`src/sv/bdc_pkg.sv`:
```
// Shared types, constants and datapath functions for the block descrambler.
package bdc_pkg;

    typedef enum logic [1:0] {
        CMD_BEGIN      = 2'd0,
        CMD_DESCRAMBLE = 2'd1,
        CMD_HASH       = 2'd2
    } cmd_t;

    localparam logic [31:0] SEED_XOR    = 32'hA5C96357;
    localparam logic [31:0] SEED_MUL_A  = 32'h85EBCA6B;
    localparam logic [31:0] SEED_MUL_B  = 32'h045D9F3B;
    localparam logic [31:0] BLK_MUL_A   = 32'hC2B2AE35;
    localparam logic [31:0] BLK_MUL_B   = 32'h119DE1F3;
    localparam logic [31:0] BLK_GOLDEN  = 32'h9E3779B9;
    localparam logic [31:0] HASH_PRIME  = 32'h01000193;
    localparam logic [31:0] BLK_OFS_A   = 32'd1;
    localparam logic [31:0] BLK_OFS_B   = 32'd7;

    // seed-only part of the block key, kept in registers
    typedef struct packed {
        logic [31:0] seed;
        logic [31:0] term_a;
        logic [31:0] term_b;
    } seed_info_t;

    function automatic logic [7:0] descramble_byte(
        input logic [7:0]  data,
        input logic [7:0]  pos,
        input logic [7:0]  low,
        input logic [31:0] key
    );
        logic [7:0] b;
        logic [7:0] k;
        b = data ^ pos ^ low;
        b = {b[2:0], b[7:3]};
        case (pos[1:0])
            2'd0:    k = key[7:0];
            2'd1:    k = key[15:8];
            2'd2:    k = key[23:16];
            default: k = key[31:24];
        endcase
        return b ^ k;
    endfunction

    function automatic logic [31:0] hash_step(
        input logic [31:0] h,
        input logic [7:0]  d
    );
        logic [31:0] x;
        logic [31:0] p;
        x = h ^ {24'd0, d};
        p = x * HASH_PRIME;
        return p ^ (p >> 7);
    endfunction

endpackage

```
`src/sv/bdc_seed_mix.sv`:
```
// Stream seed register and the registered seed terms of the block key.
module bdc_seed_mix (
    input  logic                clk,
    input  logic                rst_n,
    input  logic                stream_seed_we,
    input  logic [31:0]         stream_seed_wdata,
    output bdc_pkg::seed_info_t seed_info
);
    import bdc_pkg::*;

    logic [31:0] seed_reg;
    logic [31:0] term_a_reg;
    logic [31:0] term_b_reg;
    logic [31:0] seed_next;
    logic [31:0] term_a_next;
    logic [31:0] term_b_next;

    always_comb
    begin
        seed_next   = stream_seed_we ? stream_seed_wdata : seed_reg;
        term_a_next = seed_reg * SEED_MUL_A;
        term_b_next = (seed_reg ^ SEED_XOR) * SEED_MUL_B;
    end

    // terms are registered from the seed register, so they follow it in the next cycle
    always_ff @(posedge clk or negedge rst_n)
    begin
        if (!rst_n)
        begin
            seed_reg   <= '0;
            term_a_reg <= '0;
            term_b_reg <= SEED_XOR * SEED_MUL_B;
        end
        else
        begin
            seed_reg   <= seed_next;
            term_a_reg <= term_a_next;
            term_b_reg <= term_b_next;
        end
    end

    assign seed_info.seed   = seed_reg;
    assign seed_info.term_a = term_a_reg;
    assign seed_info.term_b = term_b_reg;

endmodule

```
`src/sv/block_descramble_and_check.sv`:
```
// Block descrambler and integrity check, two-stage pipeline top level.
// Takes one word per cycle unless a held result stalls it; a result passes the input
// stage and result register. Hash loop: one constant multiply and fold. Begin words
// load the block key, low index byte, position and hash seed; descramble words
// give one output byte each; hash words give a check result on the last byte only.
// A stream seed write holds for words accepted from the next cycle on.
module block_descramble_and_check (
    input  logic        clk,
    input  logic        rst_n,
    input  logic        stream_seed_we,
    input  logic [31:0] stream_seed_wdata,
    input  logic        in_valid,
    output logic        in_ready,
    input  logic [1:0]  command,
    input  logic [15:0] block_index,
    input  logic [31:0] block_length,
    input  logic [7:0]  data_byte,
    input  logic [15:0] expected_check,
    input  logic        last_byte,
    output logic        out_valid,
    input  logic        out_ready,
    output logic        result_kind,
    output logic [7:0]  out_byte,
    output logic [15:0] check_value,
    output logic        check_match
);
    import bdc_pkg::*;

    seed_info_t seed_info;

    bdc_seed_mix u_seed_mix (
        .clk               (clk),
        .rst_n             (rst_n),
        .stream_seed_we    (stream_seed_we),
        .stream_seed_wdata (stream_seed_wdata),
        .seed_info         (seed_info)
    );

    // input stage
    logic        s1_valid_reg;
    logic [1:0]  s1_cmd_reg;
    logic [7:0]  s1_low_reg;
    logic [31:0] s1_len_reg;
    logic [7:0]  s1_data_reg;
    logic [15:0] s1_exp_reg;
    logic        s1_last_reg;
    logic [31:0] s1_key_term_reg;
    logic [31:0] s1_gold_reg;

    // block state
    logic [31:0] block_key_reg;
    logic [7:0]  block_low_reg;
    logic [7:0]  byte_pos_reg;
    logic [31:0] hash_reg;

    // result register
    logic        out_valid_reg;
    logic        out_kind_reg;
    logic [7:0]  out_byte_reg;
    logic [15:0] out_check_reg;
    logic        out_match_reg;

    logic        in_fire;
    logic        s1_produces;
    logic        s1_adv;
    logic [31:0] blk_ext;
    logic [31:0] key_term_next;
    logic [31:0] gold_next;

    logic [31:0] block_key_next;
    logic [7:0]  block_low_next;
    logic [7:0]  byte_pos_next;
    logic [31:0] hash_next;
    logic        out_valid_next;
    logic        out_kind_next;
    logic [7:0]  out_byte_next;
    logic [15:0] out_check_next;
    logic        out_match_next;
    logic [31:0] hash_stepped;
    logic [15:0] fold;

    always_comb
    begin
        blk_ext       = {16'd0, block_index};
        key_term_next = ((blk_ext + BLK_OFS_A) * BLK_MUL_A)
                      ^ ((blk_ext + BLK_OFS_B) * BLK_MUL_B);
        gold_next     = blk_ext * BLK_GOLDEN;
    end

    assign s1_produces = (s1_cmd_reg == CMD_DESCRAMBLE)
                       || ((s1_cmd_reg == CMD_HASH) && s1_last_reg);
    assign s1_adv   = s1_valid_reg && (!out_valid_reg || out_ready || !s1_produces);
    assign in_ready = !s1_valid_reg || s1_adv;
    assign in_fire  = in_valid && in_ready;

    always_ff @(posedge clk or negedge rst_n)
    begin
        if (!rst_n)
            s1_valid_reg <= 1'b0;
        else if (in_ready)
            s1_valid_reg <= in_valid;
    end

    always_ff @(posedge clk)
    begin
        if (in_fire)
        begin
            s1_cmd_reg      <= command;
            s1_low_reg      <= block_index[7:0];
            s1_len_reg      <= block_length;
            s1_data_reg     <= data_byte;
            s1_exp_reg      <= expected_check;
            s1_last_reg     <= last_byte;
            s1_key_term_reg <= key_term_next;
            s1_gold_reg     <= gold_next;
        end
    end

    always_comb
    begin
        block_key_next = block_key_reg;
        block_low_next = block_low_reg;
        byte_pos_next  = byte_pos_reg;
        hash_next      = hash_reg;
        out_kind_next  = out_kind_reg;
        out_byte_next  = out_byte_reg;
        out_check_next = out_check_reg;
        out_match_next = out_match_reg;
        hash_stepped   = hash_step(hash_reg, s1_data_reg);
        fold           = hash_stepped[15:0] ^ hash_stepped[31:16];

        if (out_ready)
            out_valid_next = 1'b0;
        else
            out_valid_next = out_valid_reg;

        if (s1_adv)
        begin
            case (s1_cmd_reg)
                CMD_BEGIN:
                begin
                    block_key_next = seed_info.term_a ^ seed_info.term_b
                                   ^ s1_key_term_reg;
                    block_low_next = s1_low_reg;
                    byte_pos_next  = '0;
                    hash_next      = seed_info.seed ^ s1_gold_reg ^ s1_len_reg;
                end
                CMD_DESCRAMBLE:
                begin
                    byte_pos_next  = byte_pos_reg + 8'd1;
                    out_valid_next = 1'b1;
                    out_kind_next  = 1'b0;
                    out_byte_next  = descramble_byte(s1_data_reg, byte_pos_reg,
                                                     block_low_reg, block_key_reg);
                    out_check_next = '0;
                    out_match_next = 1'b0;
                end
                CMD_HASH:
                begin
                    hash_next = hash_stepped;
                    if (s1_last_reg)
                    begin
                        out_valid_next = 1'b1;
                        out_kind_next  = 1'b1;
                        out_byte_next  = '0;
                        out_check_next = fold;
                        out_match_next = (fold == s1_exp_reg);
                    end
                end
                default:
                begin
                end
            endcase
        end
    end

    always_ff @(posedge clk or negedge rst_n)
    begin
        if (!rst_n)
        begin
            block_key_reg <= '0;
            block_low_reg <= '0;
            byte_pos_reg  <= '0;
            hash_reg      <= '0;
            out_valid_reg <= 1'b0;
        end
        else
        begin
            block_key_reg <= block_key_next;
            block_low_reg <= block_low_next;
            byte_pos_reg  <= byte_pos_next;
            hash_reg      <= hash_next;
            out_valid_reg <= out_valid_next;
        end
    end

    always_ff @(posedge clk)
    begin
        out_kind_reg  <= out_kind_next;
        out_byte_reg  <= out_byte_next;
        out_check_reg <= out_check_next;
        out_match_reg <= out_match_next;
    end

    assign out_valid   = out_valid_reg;
    assign result_kind = out_kind_reg;
    assign out_byte    = out_byte_reg;
    assign check_value = out_check_reg;
    assign check_match = out_match_reg;

    a_begin_clears_pos: assert property (@(posedge clk) disable iff (!rst_n)
        s1_adv && (s1_cmd_reg == CMD_BEGIN) |=> byte_pos_reg == 8'd0)
        else $error("byte position not cleared on begin");

    a_pos_advances: assert property (@(posedge clk) disable iff (!rst_n)
        s1_adv && (s1_cmd_reg == CMD_DESCRAMBLE)
        |=> byte_pos_reg == $past(byte_pos_reg) + 8'd1)
        else $error("byte position did not advance");

    a_new_result_from_stage: assert property (@(posedge clk) disable iff (!rst_n)
        $rose(out_valid_reg) |-> $past(s1_adv) && $past(s1_produces))
        else $error("result appeared without a producing word");

    a_hash_held_otherwise: assert property (@(posedge clk) disable iff (!rst_n)
        !s1_adv |=> hash_reg == $past(hash_reg))
        else $error("hash changed without an advancing word");

    a_stall_no_overwrite: assert property (@(posedge clk) disable iff (!rst_n)
        out_valid_reg && !out_ready && s1_valid_reg && s1_produces |-> !s1_adv)
        else $error("pending result overwritten");

endmodule

```
`config.mk`:
```
export PLATFORM = sky130hd
export DESIGN_NAME = block_descramble_and_check
export DESIGN_NICKNAME = d
export VERILOG_FILES = /design/src/sv/bdc_pkg.sv /design/src/sv/bdc_seed_mix.sv /design/src/sv/block_descramble_and_check.sv
export SDC_FILE = /design/constraint.sdc
export NUM_CORES = 2
export LEC_CHECK = 0
export ABC_AREA = 1
export BUFFER_PORTS_ARGS = -buffer_cell sky130_fd_sc_hd__buf_2
export CAP_MARGIN = 10
export CORE_UTILIZATION = 40
export CTS_CLUSTER_DIAMETER = 30
export DETAILED_ROUTE_END_ITERATION = 8
export SLEW_MARGIN = 30
export SYNTH_ARGS = -nofsm -noshare
export SYNTH_HDL_FRONTEND = slang
export SYNTH_SLANG_ARGS = --single-unit
```
`constraint.sdc`:
```
create_clock -name clk -period 18.85 [get_ports clk]
set_clock_uncertainty 0.05 [all_clocks]
set_input_delay 0.9425 -clock clk [delete_from_list [all_inputs] [get_ports clk]]
set_output_delay 0.9425 -clock clk [all_outputs]
set_load 0.1 [all_outputs]
```
# Word level (Yosys, flattened, before mapping)
# Index checks and enable logic that the tools add are counted.
# totals
reg_bits	335
inputBits	112
# classes
add_sub_neg	3
n_mul	6
n_eq_ne	6
mux	17
bitwise_logic	12
reduce_logical	19
# ops
op	n
$xor 32x32->32	5
$pmux 32 s2	1
$mul 16x32->32 const B	1
$mul 17x29->32 const B	1
$mul 17x32->32 const B	1
$mul 32x25->32 const B	1
$mul 32x27->32 const B	1
$mul 32x32->32 const B	1
$pmux 16 s2	1
$pmux 8 s2	2
$xor 32x25->32	1
$xor 32x8->32	1
$mux 8	3
$pmux 8 s3	1
$xor 8x8->8	3
$add 16x1->17 const B	1
$add 16x3->17 const B	1
$not 17->17	1
$eq 16x16->1	1
$mux 16	1
$xor 16x16->16	1
$add 8x1->8 const B	1
$pmux 1 s2	3
$reduce_and 2->1	3
other kinds (10)	26

# Longest topological paths before layout
# depth
word_depth	9
depth_mapped	38
mapped_depth_nobuf	37

# By module
# Synthesis repeated with hierarchy kept, for this count alone.
# hier_totals
cells_unflattened	6364
area_unflattened_um2	58717.6
# by_module_without_submodules
module	instances	cells_each	area_per_inst_um2	seq_area_each_um2
block_descramble_and_check	1	4015	36722.7	6646.4
bdc_seed_mix	1	2349	21994.8	2402.3

# Worst setup path after synthesis
# No wires, ideal clock.
# synth_timing
kind	input -> register
startpoint	input block_index[0]
endpoint	register s1_key_term_reg[31], data pin
setup_ps	263
t_arrival_ps	7589
path_slack_ps	10948
stages	28
path_buffers	1
cell_sequence	buf_2 > inv_1 > ha_1 > inv_1 > a21oi_1 > nor2_1 > xor2_1 > fa_1 > fa_1 > inv_1 > fa_1 > inv_1 > fa_1 > inv_1 > fa_1 > inv_1 > fa_1 > inv_1 > ha_1 > nand2_1 > nor4_1 > a21oi_1 > o21ai_0 > nand2_1 > nand2_1 > a31oi_1 > xnor2_1 > xor2_1
# synth_via
elab_chain_cells	3
word_cells_on_any_way	5
# synth_rtl
element	line_no	text
start: declaration	block_descramble_and_check.sv:15	input logic [15:0] block_index,
$add 16x1->17 or $add 16x3->17 (tied branches)	block_descramble_and_check.sv:85, block_descramble_and_check.sv:86	
$mul 17x32->32 or $mul 17x29->32 (tied branches)	block_descramble_and_check.sv:85, block_descramble_and_check.sv:86	
$xor 32x32->32 *	block_descramble_and_check.sv:86	^ ((blk_ext + BLK_OFS_B) * BLK_MUL_B);
named net key_term_next[31]	block_descramble_and_check.sv:67	logic [31:0] key_term_next;
end signal: assignment	block_descramble_and_check.sv:114	s1_key_term_reg <= key_term_next;
end: declaration	block_descramble_and_check.sv:47	logic [31:0] s1_key_term_reg;
# The timed path passes the listed nets; every way through them passes the cells marked *.
# A chain may end at the register's enable or synchronous reset.

# Worst setup path in the final report
# layout_timing
startpoint	input block_index[1]
endpoint	register s1_key_term_reg[31], data pin
# The elaborated chain is that of the path after synthesis.

==> metrics.yaml <==
clock_tree:
  clk_latency_ps: 670
  cts_sinks: 329
  ctsHoldBuffers: 0
  cts_made_buffers: 85
  htreeDepth: 3
  cts_root_buffer: "clkbuf_16"
  post_cts_resized: 0
  cts_setup_buffers: 0
  clkTransAtPathRegs_ps: 40
  cts_tree: "built"
  clockBufferDepth: 3
cells_and_area:
  nets: 8140
  num_antenna_cells: 0
  post-route-util_pct: 44.6
  area_delta_synth_final_pct: 10.8
  drive_above_1_share_pct: 6.53
  fill_cells: 13900
floorplanning:
  die-height_um: 380
  die_x_um: 380
  core-area_um2: 142000
  initial_core_util_pct: 40.3
  io_pins: 140
  die_area_um2: 144000
  row_count: 138
global_route:
  grtUsageTotal_pct: 25.3
  grt_pass1_vias: 42200
  gr-total-overflow: 0
  grt_max_degree: 83
  antenna_found_initial: 2
  grt_pass1_wl_um: 269000
timing:
  finalSetupTns_ps: 0
  min_period_ps: 8290
  fin_crit_sh_pct: 44.0
  timing_hold_violations_final: 0
  fmax_mhz: 121
  slew_viol_final: 0
  slew_headroom_pct: 35.8
  worstMarginPinSlew_ps: 956
  finalSetupViolCount: 0
  grt_setup_unrepaired: "no"
worst_setup_path:
  crit_start: "block_index[1]"
  max_stage_delay_ps: 670
  worstPathRequired_ps: 19200
  crit_type: "in2reg"
  worst_path_max_delay_cell: "fa_1"
  cpMostUsedCell: "nand2_1"
  r2r_start: "u_seed_mix.seed_reg[9]"
  critPathCaptureType: "flop"
  critPathArrivalTime_ps: 8650
  start_kind: "input port"
  path_max_fanout: 11
synthesis:
  syn_area_um2: 57100
  ys_types: 56
  synth_seq_cells: 329
  yosys.cell_count.top_type: "inv_1"
  synth_ff_type: "dfrtp_1"
  muxShareOfSynthArea_pct: 0.0592
  synth_fa_ha_area_share_pct: 52.1
  synth_edf_count: 153
  yosysWarnings: 0
  syn_inst: 5997
  postSynthAreaPerCell_um2: 9.51
  synth_top_cell_area_share_pct: 32.4
  async_flop_share_pct: 53.5
  ys_seq_area_share_pct: 15.8
  synth_top_family_by_area: "adder cells"
  synth_compound_area_share_pct: 4.98
  yosys-top-cells-area: "fa_1 (32%), ha_1 (20%), inv_1 (12%)"
  yosys.area_share.xor_xnor_pct: 7.39
  yosys.area_share.simple_pct: 7.56
  netlist_top_cells_count: "inv_1 (1794), fa_1 (923), ha_1 (899), nand2_1 (637), xor2_1 (268)"
  synth_top_cell_by_area: "fa_1"
  syn-num-nets: 7931
routing:
  detailedRoute.firstPassIterationCount: 5
  ant_nets: 0
  drc: 0
  wirelength_um: 179000
  wl_per_cell_um: 22.0
  num_vias: 39500
  detail_route.vias_per_cell: 4.84
  dr.first_iter.drc_count: 2558
status:
  outcome: "complete, no violations"
place:
  hpwl_um: 158000
  numPortBuffers: 139
  gp_congestion: 0.975
worst_hold_path:
  hp-class: "in2async"
flow_run:
  maxCapViolCount: 0
==> layout make-up <==
| cell class | instances | area (um^2) | share of cell area (%) |
|---|---|---|---|
| clock inverter | 57 | 793 | 1.26 |
| inverter | 1800 | 6760 | 10.7 |
| timing repair buffer | 160 | 865 | 1.37 |
| sequential | 329 | 9020 | 14.3 |
| multi-input combinational | 3830 | 41100 | 65.1 |
| tap | 1890 | 2360 | 3.74 |
| clock buffer | 100 | 2250 | 3.57 |
==> layer usage <==
layer / share of wire, % / vias to the layer above / global-route usage, %
li1: - / 18500 / -
met1: 45 / 19800 / 35.5
met2: 46 / 1021 / 40.4
met3: 5.4 / 195 / 3.42
met4: 3.3 / 0 / 8.18
met5: 0 / - / 0
==> worst max-delay path: cells and delay by family <==
kind                     cells  cell delay, ps
XOR/XNOR                     3             970
adder cells (fa/ha/maj)      8            3480
AND/OR/NAND/NOR             11            1720
buffers and inverters        7             880
AO/OA/AOI/OAI                3             640
==> layout by cell type (no fill, tap or decap), drive strengths merged, types with 14 or more instances in the layout <==
| master | instances |
|---|---|
| a21oi | 214 |
| a31oi | 21 |
| buf | 159 |
| bufinv | 14 |
| clkbuf | 101 |
| clkinv | 31 |
| dfrtp | 156 |
| dfstp | 20 |
| edfxtp | 153 |
| fa | 923 |
| ha | 899 |
| inv | 1805 |
| nand2 | 665 |
| nand3 | 138 |
| nand4 | 18 |
| nor2 | 147 |
| nor3 | 23 |
| o21ai | 196 |
| xnor2 | 203 |
| xor2 | 273 |
==> through the flow <==
stage / instances / instance area, um^2 / hold slack (ps) / setup slack (ps)
4_1_cts: 8166 / 63200 / 240 / 10660
6_report: 8166 / 63200 / 227 / 10560
3_3_place_gp: 8009 / 60200 / 417 / 9940
5_1_grt: 8166 / 63200 / 263 / 10140
2_1_floorplan: 5997 / 57100 / 375 / 10950
3_5_place_dp: 8009 / 60200 / 424 / 9930
==> logic make-up after synthesis <==
kind of cell    after synthesis
buf+inv                    1838
fa+ha+maj                  1822
simple gates               1021
compound gates              508
xor+xnor                    476
flops                       329
mux                           3
==> final timing paths <==
path	slack, ps	depth (start not counted)	end
max in group asynchronous	16670	3	hash_reg[12]
worst max-delay path	10560	32	s1_key_term_reg[31]
worst min register to register	430	2	block_key_reg[15]
min in group clk	410	1	s1_exp_reg[2]
worst max register to register	11050	28	u_seed_mix.term_a_reg[29]
worst min-delay path	230	1	u_seed_mix.seed_reg[22]
Power is not shown: default switching activity piles up to over one toggle a cycle in this logic, so the estimate is an artifact.
